<file path="src/design/spfp_pkg.sv">
// shared types, constants and helper functions of the sprite pixel fetch core
package spfp_pkg;

    localparam int VIDEO_WORDS    = 32768;
    localparam int VA_W           = $clog2(VIDEO_WORDS);
    localparam int COLOUR_ENTRIES = 256;
    localparam int CA_W           = $clog2(COLOUR_ENTRIES);
    localparam int ADDR_W         = 15;
    localparam int DATA_W         = 16;
    localparam int BGR_W          = 15;
    localparam int CFG_IDX_W      = 2;

    localparam logic [ADDR_W-1:0] TILE_BASE_FIRST_RST  = 15'h0000;
    localparam logic [ADDR_W-1:0] TILE_BASE_SECOND_RST = 15'h1000;
    localparam logic [ADDR_W-1:0] PLANE_OFFSET         = 15'd8;
    localparam logic [7:0]        RGBA_ALPHA           = 8'hff;

    typedef logic [1:0] func_t;
    localparam func_t FUNC_WRITE_VIDEO  = 2'd0;
    localparam func_t FUNC_WRITE_COLOUR = 2'd1;
    localparam func_t FUNC_FETCH        = 2'd2;

    typedef logic [CFG_IDX_W-1:0] cfg_index_t;
    localparam cfg_index_t REG_TILE_BASE_FIRST  = 2'd0;
    localparam cfg_index_t REG_TILE_BASE_SECOND = 2'd1;

    typedef struct packed {
        logic [1:0]        func;
        logic [ADDR_W-1:0] mem_address;
        logic [DATA_W-1:0] write_data;
        logic [15:0]       attr;
        logic [6:0]        obj_size;
        logic [5:0]        pixel_x;
        logic [5:0]        pixel_y;
    } in_item_t;

    typedef struct packed {
        logic [3:0]  color_index;
        logic        opaque;
        logic [31:0] rgba_color;
    } out_item_t;

    // stage one register contents
    typedef struct packed {
        logic              valid;
        func_t             func;
        logic [ADDR_W-1:0] tile_addr;
        logic [ADDR_W-1:0] mem_address;
        logic [DATA_W-1:0] write_data;
        logic [2:0]        palette;
        logic [2:0]        shift;
    } s1_t;

    function automatic logic [7:0] widen5(input logic [4:0] n);
        return {n, n[4:2]};
    endfunction

    function automatic logic [31:0] to_rgba(input logic [BGR_W-1:0] bgr);
        return {RGBA_ALPHA, widen5(bgr[4:0]), widen5(bgr[9:5]), widen5(bgr[14:10])};
    endfunction

endpackage

</file>
<file path="src/design/spfp_out_stage.sv">
// output stage: colour expansion and result register
module spfp_out_stage (
    input  logic                       aclk,
    input  logic                       aresetn,
    input  logic                       load_valid,
    input  logic [3:0]                 color_index,
    input  logic [spfp_pkg::BGR_W-1:0] bgr,
    output logic                       en,
    output logic                       m_valid,
    input  logic                       m_ready,
    output spfp_pkg::out_item_t        m_item
);

    logic                m_valid_reg;
    spfp_pkg::out_item_t item_reg;
    spfp_pkg::out_item_t item_next;

    assign en = !m_valid_reg || m_ready;

    always_comb begin
        item_next.color_index = color_index;
        item_next.opaque      = (color_index != 4'd0);
        item_next.rgba_color  = item_next.opaque ? spfp_pkg::to_rgba(bgr) : 32'd0;
    end

    always_ff @(posedge aclk) begin
        if (!aresetn) begin
            m_valid_reg <= 1'b0;
        end else if (en) begin
            m_valid_reg <= load_valid;
        end
    end

    always_ff @(posedge aclk) begin
        if (en) begin
            item_reg <= item_next;
        end
    end

    assign m_valid = m_valid_reg;
    assign m_item  = item_reg;

endmodule

</file>
<file path="config.mk">
export PLATFORM = sky130hd
export DESIGN_NAME = spfp_out_stage
export DESIGN_NICKNAME = d
export VERILOG_FILES = /design/src/design/spfp_pkg.sv /design/src/design/spfp_out_stage.sv
export SDC_FILE = /design/constraint.sdc
export NUM_CORES = 1
export LEC_CHECK = 0
export BUFFER_PORTS_ARGS = -buffer_cell sky130_fd_sc_hd__buf_4
export CAP_MARGIN = 25
export CORE_ASPECT_RATIO = 0.6
export CORE_MARGIN = 3
export CORE_UTILIZATION = 30
export CTS_CLUSTER_SIZE = 30
export DETAILED_ROUTE_END_ITERATION = 7
export PLACE_DENSITY = 0.7
export SETUP_SLACK_MARGIN = 0.2
export SLEW_MARGIN = 20
export SYNTH_ARGS = -nofsm -noshare
export SYNTH_HDL_FRONTEND = slang
export SYNTH_SLANG_ARGS = --single-unit
</file>
<file path="constraint.sdc">
create_clock -name aclk -period 1.9 [get_ports aclk]
set_input_delay 0.38 -clock aclk [delete_from_list [all_inputs] [get_ports aclk]]
set_output_delay 0.38 -clock aclk [all_outputs]
set_load 0.1 [all_outputs]
</file>
# Yosys cells after proc, flatten, opt, wreduce, memory -nomap -nowiden
# Index checks and enable logic that the tools add are counted.
[classes]
reduce_logical = 3
muxes = 1
[op_table]
columns = ["cell", "count"]
rows = [
  ["2-to-1 mux 32 bit", 1],
  ["nonzero test 4 bit", 1],
  ["zero test 1 bit", 1],
  ["logical OR 1 bit", 1],
]
[word_totals]
out_inout_bits = 39
regBits = 38
elab_cells = 9

# Depth between registers and ports, before layout
[logic_depth]
word_depth = 2
mapped_depth = 3

# Worst setup path before layout
# Ideal clock, no wire load.
[synth_path]
path_kind = "register -> register"
start = "register m_valid_reg (netlist: m_valid)"
end = "register item_reg (netlist bit m_item[11]) (enable)"
t_required_ps = 1280
t_arrival_ps = 2094
period_less_slack_ps = 2715
setup_time_ps = 620
path_slack_ps = -815
stages_incl_launch_ff = 2
path_buffers = 0
cell_sequence = "dfxtp_1 > nand2b_1"
[synth_between]
elab_chain_len = 2
[synth_lines]
columns = ["element", "line_no", "source"]
rows = [
  ["start, declared", "spfp_out_stage.sv:14", "logic m_valid_reg;"],
  ["start signal, assigned", "spfp_out_stage.sv:30", "m_valid_reg <= load_valid;"],
  ["zero test 1 bit", "spfp_out_stage.sv:18", "assign en = !m_valid_reg || m_ready;"],
  ["logical OR 1 bit", "spfp_out_stage.sv:18", ""],
  ["net en", "spfp_out_stage.sv:8", "output logic en,"],
  ["end signal, assigned", "spfp_out_stage.sv:36", "item_reg <= item_next;"],
  ["end, declared", "spfp_out_stage.sv:15", "spfp_pkg::out_item_t item_reg;"],
]
# The timed path passes the listed nets, and every way through them passes these cells.
# A chain may end at the register's enable or synchronous reset.

# Final worst setup path
[layout_path]
start = "register item_reg (netlist bit m_item[30])"
end = "output port m_item[30] (netlist bit)"
[layout_lines]
columns = ["element", "line_no", "source"]
rows = [
  ["end, declared", "spfp_out_stage.sv:11", "output spfp_pkg::out_item_t m_item"],
]
# No word-level cell between the ends.

==> metrics.txt <==
via density per instance=3.892; via count=576; Comb pwr share=0.391; H-tree depth=1; Net Sw Power=~600 uW; startpoint types=register; grt total ovfl=0; pin count of the biggest net entering global routing=22; first-pass GRT wire length=2822 microns; unrepaired setup endpoints after global routing=no; clk_skew=0.0003718 ns; # rows=14; DR pass1 iterations=2; Die W=77.14 microns; CP max stage cell=edfxtp_1; asr flop ratio synth=0; post-synth top area cell=edfxtp_1; Seq/Total Area, Yosys=0.6813; worst skew pair latency=roughly 0.25 ns; wire per inst=around 12 microns; non-filler cells, final=148; area share of the leading cell type in the synthesized netlist=0.6593; total power=between 1 and 1.5 mW; die height=48.68 microns; design area=1350 sq um; global route hottest layer=met2; Mapped Area=between 900 and 1000 sq um; dpl cell area=1304 sq um; Final min period=1.490 ns; crit-path cells=buf_4; post-CTS setup buffer count=0; filler instances=257; largest cells by area after synthesis=edfxtp_1, buf_4, nor2b_1, and2b_2, nor4_4; library cells used by synthesis=10; Arrival @ worst endpoint=1.11 ns; normalized max-slew margin=0.7648; Final Slew Violations=0; Top FF cell, synth=edfxtp_1; Resized cells post-CTS=0; die area=3755 sq um; Placeable Area=2698 sq um; WS Path Type=reg2out; initial core utilization=0.3377; Mapped Nets=82; data required time of the worst path=approximately 1.5 ns; M3 GR Usage=0.05926; part of the cycle the worst path needs=0.7844; clock share of power=0.205; layout cells sized above 1=0.7037; TritonCTS clock tree=built; Post-synth EDFFs=20; Worst Tran Pin Value=approximately 0.35 ns; met2 usage=0.1691; status=completed; Boundary Pins=62; Setup TNS=0 ns; Ys Warns=0; Seq pwr share=0.404; Setup Viol. Count Final=0; vias in the first global route=597; Global Route met1 Usage=0.1002; IO Port Bufs=61; Fmax achieved=671.0 MHz; top-count cell post-synth=edfxtp_1; GP Congestion=0.6747; hold_buf cts=0; average size of a mapped cell=15.44 sq um; max reg flops=20; Worst-path clk slew=~0.07 ns; DRC Markers=0; Worst Path Max Fanout=9; Switching Fraction=0.4235; Critical path buffers and inverters=1; CTS buffer count=3; clk sinks=21; Cell Int Power=799.9 uW; Peak VDD IR=0.6411 mV; maximum clock path buffer count=2; Hold Vio Cnt, Final=0; Initial DRC Count=2; area grow syn2layout=48.21%; Root Buffer=clkbuf_8; Mapped Cells=59; leakage power=0.6051 nW; DRT Wirelength=approximately 1800 microns; Cells after DPL=~140; cell family with most CP delay=flip-flops; max_cap viols=0; most common library cells after synthesis=edfxtp_1, buf_4, nor2b_1, and2b_2, inv_1; ANT cells=0; crit end category=output port; Max stage delay on crit path=0.50 ns; gr usage total=0.09665; antenna violations before repair=0; Hold/Removal Path Class=in2reg; DP Wirelength=1506 microns; Yosys reg bits=21; PD cells=slightly above 1000 nW/um^2; post-route ant nets=0; Post-layout nets=between 100 and 150
placed cells by master (no fill, tap or decap), drive strengths merged:
| master | Yosys | layout |
|---|---|---|
| nor2b | 9 | 9 |
| nor4 | 1 | 1 |
| edfxtp | 20 | 20 |
| nand2b | 1 | 1 |
| clkbuf | 0 | 3 |
| inv | 2 | 2 |
| clkinv | 0 | 1 |
| and2b | 6 | 6 |
| dfxtp | 1 | 1 |
| a21boi | 1 | 1 |
| buf | 18 | 63 |
metrics by stage:
stage	hold WS [ns]	worst slack (ns)	utilization
floorplan	0.4789	0.05487	-
CTS	0.3254	0.4068	0.5005
detailed placement	0.5909	0.4232	0.4833
global route	0.3173	0.3564	0.5005
finish	0.3278	0.4097	0.5005
global placement	0.5877	0.4499	0.4833
final timing paths:
path | startpoint | end | slack, ns | cells after the start
worst max-delay path | m_item[30] | m_item[30] | 0.41 | 1
worst min-delay path | color_index[3] | m_item[36] | 0.33 | 1
worst max register to register | m_valid | m_item[13] | 0.92 | 2
worst min register to register | m_valid | m_item[36] | 0.81 | 2
per-layer routing:
layer / wire length [microns] / vias up
li1: - / 279
met1: 720 / 257
met2: 880 / 38
met3: 233 / 2
met4: 8 / 0
met5: 0 / -
kinds of logic (layout without fill, tap and decap cells):
family	after synthesis	in the layout	share of synthesized area
flops	21	21	0.6813
buf+inv	20	69	0.1607
simple gates	17	17	0.1497
compound gates	1	1	0.008245
power groups by stage:
| stage | Sequential [mW] | Combinational [mW] | Clock, mW |
|---|---|---|---|
| floorplan | 0.815 | 0.213 | 0 |
| global placement | 0.570 | 0.543 | 0 |
| detailed placement | 0.571 | 0.545 | 0 |
| CTS | 0.562 | 0.545 | 0.293 |
| global route | 0.565 | 0.555 | 0.311 |
| finish | 0.561 | 0.542 | 0.285 |
final cells by class:
class / instances / area (sq um) / share of cell area
Clock buffer: 3 / 41.29 / 0.03058
Clock inverter: 1 / 5.005 / 0.003707
Inverter: 2 / 7.507 / 0.005561
Multi-Input combinational cell: 18 / 151.4 / 0.1121
Sequential cell: 21 / 621.8 / 0.4606
Tap cell: 40 / 50.05 / 0.03707
Timing Repair Buffer: 63 / 473.0 / 0.3503
Power figures use the tool's default switching activity.
