### src/design/spfp_pkg.sv
// shared types, constants and helper functions of the sprite pixel fetch core
package spfp_pkg;

    localparam int VIDEO_WORDS    = 32768;
    localparam int VA_W           = $clog2(VIDEO_WORDS);
    localparam int COLOUR_ENTRIES = 256;
    localparam int CA_W           = $clog2(COLOUR_ENTRIES);
    localparam int ADDR_W         = 15;
    localparam int DATA_W         = 16;
    localparam int BGR_W          = 15;
    localparam int CFG_IDX_W      = 2;

    localparam logic [ADDR_W-1:0] TILE_BASE_FIRST_RST  = 15'h0000;
    localparam logic [ADDR_W-1:0] TILE_BASE_SECOND_RST = 15'h1000;
    localparam logic [ADDR_W-1:0] PLANE_OFFSET         = 15'd8;
    localparam logic [7:0]        RGBA_ALPHA           = 8'hff;

    typedef logic [1:0] func_t;
    localparam func_t FUNC_WRITE_VIDEO  = 2'd0;
    localparam func_t FUNC_WRITE_COLOUR = 2'd1;
    localparam func_t FUNC_FETCH        = 2'd2;

    typedef logic [CFG_IDX_W-1:0] cfg_index_t;
    localparam cfg_index_t REG_TILE_BASE_FIRST  = 2'd0;
    localparam cfg_index_t REG_TILE_BASE_SECOND = 2'd1;

    typedef struct packed {
        logic [1:0]        func;
        logic [ADDR_W-1:0] mem_address;
        logic [DATA_W-1:0] write_data;
        logic [15:0]       attr;
        logic [6:0]        obj_size;
        logic [5:0]        pixel_x;
        logic [5:0]        pixel_y;
    } in_item_t;

    typedef struct packed {
        logic [3:0]  color_index;
        logic        opaque;
        logic [31:0] rgba_color;
    } out_item_t;

    // stage one register contents
    typedef struct packed {
        logic              valid;
        func_t             func;
        logic [ADDR_W-1:0] tile_addr;
        logic [ADDR_W-1:0] mem_address;
        logic [DATA_W-1:0] write_data;
        logic [2:0]        palette;
        logic [2:0]        shift;
    } s1_t;

    function automatic logic [7:0] widen5(input logic [4:0] n);
        return {n, n[4:2]};
    endfunction

    function automatic logic [31:0] to_rgba(input logic [BGR_W-1:0] bgr);
        return {RGBA_ALPHA, widen5(bgr[4:0]), widen5(bgr[9:5]), widen5(bgr[14:10])};
    endfunction

endpackage

### src/design/spfp_addr_stage.sv
// stage one: flips, tile number and plane word address
module spfp_addr_stage (
    input  logic                        aclk,
    input  logic                        aresetn,
    input  logic                        en,
    input  logic                        in_valid,
    input  spfp_pkg::in_item_t          in_item,
    input  logic [spfp_pkg::ADDR_W-1:0] tile_base_first,
    input  logic [spfp_pkg::ADDR_W-1:0] tile_base_second,
    output spfp_pkg::s1_t               s1
);

    logic [5:0]                  xf;
    logic [5:0]                  yf;
    logic [4:0]                  tile_row;
    logic [3:0]                  tile_col;
    logic [spfp_pkg::ADDR_W-1:0] base;
    logic [spfp_pkg::ADDR_W-1:0] addr_next;
    logic                        valid_reg;
    spfp_pkg::s1_t               data_reg;

    always_comb begin
        xf = in_item.attr[14] ? (in_item.obj_size[5:0] - 6'd1 - in_item.pixel_x)
                              : in_item.pixel_x;
        yf = in_item.attr[15] ? (in_item.obj_size[5:0] - 6'd1 - in_item.pixel_y)
                              : in_item.pixel_y;
        // row may carry past the nibble, column wraps at 16
        tile_row  = {1'b0, in_item.attr[7:4]} + {2'b00, yf[5:3]};
        tile_col  = in_item.attr[3:0] + {1'b0, xf[5:3]};
        base      = in_item.attr[8] ? tile_base_second : tile_base_first;
        addr_next = base + {2'b00, tile_row, tile_col, 4'b0000} + {12'd0, yf[2:0]};
    end

    always_ff @(posedge aclk) begin
        if (!aresetn) begin
            valid_reg <= 1'b0;
        end else if (en) begin
            valid_reg <= in_valid;
        end
    end

    always_ff @(posedge aclk) begin
        if (en) begin
            data_reg.valid       <= 1'b0;
            data_reg.func        <= in_item.func;
            data_reg.tile_addr   <= addr_next;
            data_reg.mem_address <= in_item.mem_address;
            data_reg.write_data  <= in_item.write_data;
            data_reg.palette     <= in_item.attr[11:9];
            data_reg.shift       <= ~xf[2:0];
        end
    end

    always_comb begin
        s1       = data_reg;
        s1.valid = valid_reg;
    end

endmodule

### config.mk
export PLATFORM = sky130hd
export DESIGN_NAME = spfp_addr_stage
export DESIGN_NICKNAME = d
export VERILOG_FILES = /design/src/design/spfp_pkg.sv /design/src/design/spfp_addr_stage.sv
export SDC_FILE = /design/constraint.sdc
export NUM_CORES = 1
export LEC_CHECK = 0
export BUFFER_PORTS_ARGS = -buffer_cell sky130_fd_sc_hd__buf_4
export CAP_MARGIN = 20
export CORE_MARGIN = 2
export CORE_UTILIZATION = 48
export CTS_BUF_LIST = sky130_fd_sc_hd__clkbuf_8
export CTS_CLUSTER_SIZE = 16
export DETAILED_ROUTE_END_ITERATION = 10
export PLACE_DENSITY = 0.83
export SLEW_MARGIN = 10
export SYNTH_ARGS = -nofsm -noshare
export SYNTH_HDL_FRONTEND = slang
export SYNTH_SLANG_ARGS = --single-unit
### constraint.sdc
create_clock -name aclk -period 6.2 [get_ports aclk]
set_clock_uncertainty 0.2 [all_clocks]
set_input_delay 0.62 -clock aclk [delete_from_list [all_inputs] [get_ports aclk]]
set_output_delay 0.62 -clock aclk [all_outputs]
set_load 0.02 [all_outputs]
### After elaboration in Yosys (flattened, before gate mapping)

Index checks and enable logic that the tools add are counted.

| word-level totals | value |
|---|---|
| logic and storage cells | 18 |
| register bits after elaboration | 55 |

| cells by class | value |
|---|---|
| add/subtract/negate cells | 7 |
| mux-type cells | 3 |
| bitwise logic cells | 1 |

Operator list:

| kind | count |
|---|---|
| adder 15 x 13 -> 15 bit | 1 |
| adder 15 x 3 -> 15 bit | 1 |
| 2-to-1 mux 15 bit | 1 |
| 2-to-1 mux 6 bit | 2 |
| subtractor 6 bit | 2 |
| subtractor 6 x 1 -> 6 bit (second input constant) | 1 |
| adder 4 x 3 -> 5 bit | 1 |
| adder 4 x 3 -> 4 bit | 1 |
| inverter 3 bit | 1 |

### Logic depth before layout (Yosys ltp)

| logic depth | value |
|---|---|
| depth after elaboration | 6 |
| mapped depth | 20 |
| gate-level depth less buffers | 20 |

### Worst setup path before layout

Ideal clock, no wire load.

| timing path | value |
|---|---|
| path kind | input -> register |
| start point | in in_item[14] (netlist name) |
| end point | reg data_reg (netlist bit s1[51]) (data pin) |
| path buffers | 1 |
| cell stages on the path | 19 |
| data arrival time | 4084 ps |
| required time | 5734 ps |
| slack | 1650 ps |
| cells stage by stage | or3_1 -> xnor2_1 -> ha_1 -> o21ai_0 -> a21oi_1 -> o21a_1 -> nor3_1 -> and3b_1 -> xor2_1 -> ha_1 -> a21oi_1 -> xnor2_1 -> ha_1 -> clkbuf_1 -> a21oi_1 -> o22ai_1 -> o31a_1 -> o41ai_2 -> xor2_1 |

| between the ends | value |
|---|---|
| word-level cells in the longest chain between the ends | 6 |
| elaborated cells between the ends (all ways) | 9 |

RTL lines:

| element | line | source |
|---|---|---|
| from (decl) | spfp_addr_stage.sv:7 | `input spfp_pkg::in_item_t in_item,` |
| subtractor 6 x 1 -> 6 bit * | spfp_addr_stage.sv:23, spfp_addr_stage.sv:25 |  |
| subtractor 6 bit, on equally long branches | spfp_addr_stage.sv:23, spfp_addr_stage.sv:25 |  |
| 2-to-1 mux 6 bit, on equally long branches | spfp_addr_stage.sv:23, spfp_addr_stage.sv:25 |  |
| adder 4 x 3 -> 4 bit / adder 4 x 3 -> 5 bit (equally long branches) | spfp_addr_stage.sv:29, spfp_addr_stage.sv:28 |  |
| adder 15 x 13 -> 15 bit | spfp_addr_stage.sv:31 | `addr_next = base + {2'b00, tile_row, tile_col, 4'b0000} + {12'd0, yf[2:0]};` |
| adder 15 x 3 -> 15 bit * | spfp_addr_stage.sv:31 |  |
| named net addr_next, one bit | spfp_addr_stage.sv:18 | `logic [spfp_pkg::ADDR_W-1:0] addr_next;` |
| to (decl) | spfp_addr_stage.sv:20 | `spfp_pkg::s1_t data_reg;` |

Mark *: on every way through the listed nets, which the timed path passes. The rest lies on a longest branch.
A chain may end at the register's enable or synchronous reset.

### Worst setup path in the final report

Same ends and word-level chain as after synthesis.

==> results.sh <==
export IMPL_syn_inst=258
export IMPL_power_density_nw_per_um2=263
export IMPL_route_detailed_drc=0
export IMPL_final_util_pct=70.5
export IMPL_arrival_ns=4.48
export IMPL_crit_required_ns=6.05
export IMPL_ir_worst_vdd_uv=112
export IMPL_cts_repair_resized=0
export IMPL_largest_register_ffs=54
export IMPL_firstDrtPassIters=4
export IMPL_reg2regPathDepth=2
export IMPL_grt_antenna_before_repair=0
export IMPL_tns_ns=0
export IMPL_regArea_um2=1640
export IMPL_avgSynthCellArea_um2=12.5
export IMPL_clockBufferDepth=2
export IMPL_path_max_fanout=7
export IMPL_rr_startpoint="valid_reg"
export IMPL_holdCritStartpoint="in_item[60]"
export IMPL_critical_path_startpoint_type="input port"
export IMPL_drive_gt1_share_pct=42.6
export IMPL_dp_cells=482
export IMPL_fp_dieH_um=86.0
export IMPL_gp_congestion=0.828
export IMPL_grt_overflow=0
export IMPL_routed_wl_um=7200
export IMPL_grt_total_usage_pct=19.0
export IMPL_min_delay_path_class="input port to flop"
export IMPL_finalHoldViolCount=0
export IMPL_io_buffers=153
export IMPL_postCtsSetupBuffers=0
export IMPL_io_pins=157
export IMPL_die_area_um2=7390
export IMPL_placementRows=29
export IMPL_crit_type="input port to flop"
export IMPL_vias=2502
export IMPL_period_share_pct=74.7
export IMPL_cp_cell_sequence="buf_4 -> or3_1 -> xnor2_1 -> ha_1 -> o21ai_0 -> a21oi_1 -> o21a_1 -> nor3_1 -> and3b_1 -> xor2_1 -> ha_1 -> a21oi_1 -> xnor2_1 -> ha_1 -> a21oi_1 -> o22ai_1 -> o31a_1 -> o41ai_2 -> xor2_1"
export IMPL_clkLatencyLatePin_ns=0.29
export IMPL_rsz0062_at_grt="no"
export IMPL_min_period_ns=4.63
export IMPL_nNetsFinal=548
export IMPL_synthesis_area_um2=3230
export IMPL_detailed_place_hpwl_um=5910
export IMPL_fmax_mhz=216
export IMPL_antennaDiodeCount=0
export IMPL_initial_core_util_pct=50.2
export IMPL_worst_slew_pin_slew_ns=0.675
export IMPL_grt_pass1_vias=2431
export IMPL_routed_via_density=5.11
export IMPL_setup_viol=0
export IMPL_final_antenna_net_count=0
export IMPL_hold_path_endpoint="s1[31]"
export IMPL_p_leak_nw=2.08
export IMPL_clockRootBuffer="clkbuf_8"
export IMPL_stdcell_count=490
export IMPL_multi_input_area_um2=1450
export IMPL_yosysWarnings=0
export IMPL_synth_nets=394
export IMPL_grt_max_degree=56
export IMPL_worst_path_max_delay_cell="or3_1"
export IMPL_crit_path_end_kind="flop"
export IMPL_cts_hold_buffers=0
export IMPL_areaGrowthSynthToFinish_pct=40.3
export IMPL_synthDistinctLibCells=36
export IMPL_drtIter0Drc=92
export IMPL_r2r_end="valid_reg"
export IMPL_htreeDepth=2
export IMPL_min_path_cells=1
export IMPL_cap_violations=0
export IMPL_cts_tree="yes"
export IMPL_slew_violations=0
export IMPL_cts_buffers=5
export IMPL_grt_pass1_wl_um=11100
export IMPL_whs_ns=0.293
export IMPL_slowest_delay_ns=0.41
export IMPL_wl_per_cell_um=14.7
export IMPL_core_um2=6420
export IMPL_ys_ff_latch=55
export IMPL_die_w_um=86.0
export IMPL_clock_sinks=55
export IMPL_slew_headroom_pct=55.0
export IMPL_path_clk_slew_ns=0.10
export IMPL_r2r_slack_ns=5.40
export IMPL_seq_area_frac_synth_pct=50.9
export IMPL_n_fill_cell=474
export IMPL_status="finished clean"
[synthesized netlist by cell type]
cell / n / area [um^2]
xor2_1: 9 / 78.8
clkbuf_1: 4 / 15.0
xnor2_1: 18 / 158
a211oi_1: 3 / 22.5
buf_4: 1 / 7.51
mux2_2: 12 / 135
o21ai_0: 13 / 65.1
a31oi_1: 1 / 6.26
edfxtp_1: 54 / 1620
mux2i_1: 6 / 60.1
o221ai_1: 1 / 8.76
inv_1: 27 / 101
nand2_1: 9 / 33.8
a21o_1: 5 / 37.5
o41ai_2: 2 / 32.5
and3b_1: 2 / 17.5
nor3_1: 4 / 20.0
nor2_1: 7 / 26.3
nor2b_1: 5 / 31.3
ha_1: 29 / 363
nand4_1: 3 / 18.8
a21oi_1: 14 / 70.1
mux2_4: 1 / 15.0
dfxtp_1: 1 / 20.0
o22ai_1: 3 / 18.8
buf_6: 1 / 11.3
o21bai_1: 1 / 7.51
o21a_1: 3 / 22.5
fa_1: 5 / 100
o21ai_4: 1 / 16.3
nand3_1: 2 / 10.0
o31a_1: 1 / 8.76
nand2b_1: 7 / 43.8
o2111ai_1: 1 / 8.76
or3_1: 1 / 6.26
nor3b_1: 1 / 7.51
[cells by family after synthesis]
family                   after synthesis  synth area share (%)
buffers and inverters                 33                  4.19
XOR/XNOR                              27                  7.33
flip-flops                            55                  50.9
AO/OA/AOI/OAI                         49                  10.1
adder cells (fa/ha/maj)               34                  14.3
AND/OR/NAND/NOR                       41                  6.67
multiplexers                          19                  6.51
[power by group]
group	leakage, nW	internal, W	switching [W]
logic	1.50	0.000237	0.000266
clock network	0.0418	0.0000790	0.000111
registers	0.537	0.000484	0.0000141
[placed cells by master (no fill, tap or decap), types with 4 or more instances in the layout]
| cell | Yosys | final |
|---|---|---|
| a21o_1 | 5 | 5 |
| xor2_1 | 9 | 9 |
| nor2_1 | 7 | 7 |
| buf_4 | 1 | 153 |
| o21ai_0 | 13 | 13 |
| inv_1 | 27 | 27 |
| ha_1 | 29 | 29 |
| clkbuf_8 | 0 | 5 |
| edfxtp_1 | 54 | 54 |
| nand2_1 | 9 | 9 |
| xnor2_1 | 18 | 18 |
| nor3_1 | 4 | 4 |
| fa_1 | 5 | 5 |
| mux2_2 | 12 | 12 |
| mux2i_1 | 6 | 6 |
| nor2b_1 | 5 | 5 |
| nand2b_1 | 7 | 7 |
| a21oi_1 | 14 | 14 |
[layout make-up]
| type | count | share of cell area [%] |
|---|---|---|
| timing repair buffer | 153 | 25.4 |
| clock buffer | 5 | 1.52 |
| tap | 77 | 2.13 |
| inverter | 27 | 2.24 |
| multi-input combinational | 170 | 32.0 |
| sequential | 55 | 36.3 |
| clock inverter | 3 | 0.442 |
[stage by stage]
step                      setup slack [ns]  power [W]  area [um^2]
after floorplan                       1.65   0.000824         3230
after global placement                1.33   0.000997         4440
after detailed placement              1.28    0.00101         4440
after CTS                             1.59    0.00120         4530
after global routing                  1.22    0.00126         4530
final                                 1.57    0.00119         4530
[layer usage]
| layer | track usage [%] | share of wire, % | vias to the layer above |
|---|---|---|---|
| met2 | 34.8 | 51 | 109 |
| met3 | 4.81 | 8.8 | 4 |
| met4 | 3.75 | 0.56 | 0 |
| met5 | 0 | 0 | - |
| li1 | - | - | 1238 |
| met1 | 22.4 | 40 | 1151 |
[worst max-delay path: cells and delay by family]
kind | cells | cell delay, ns
buf+inv | 1 | 0.12
fa+ha+maj | 3 | 1.00
simple gates | 3 | 0.76
xor+xnor | 4 | 0.57
compound gates | 8 | 1.39
[worst max-delay path by stage]
stage	from	endpoint	slack, ns	depth (start not counted)
2_1_floorplan	in_item[14]	s1[51]	1.65	19
3_3_place_gp	in_item[14]	s1[51]	1.33	19
3_5_place_dp	in_item[14]	s1[51]	1.28	19
4_1_cts	in_item[14]	s1[51]	1.59	19
5_1_grt	in_item[14]	s1[51]	1.22	19
6_report	in_item[14]	s1[51]	1.57	19
Note: power is estimated with default switching activity, not from simulation.
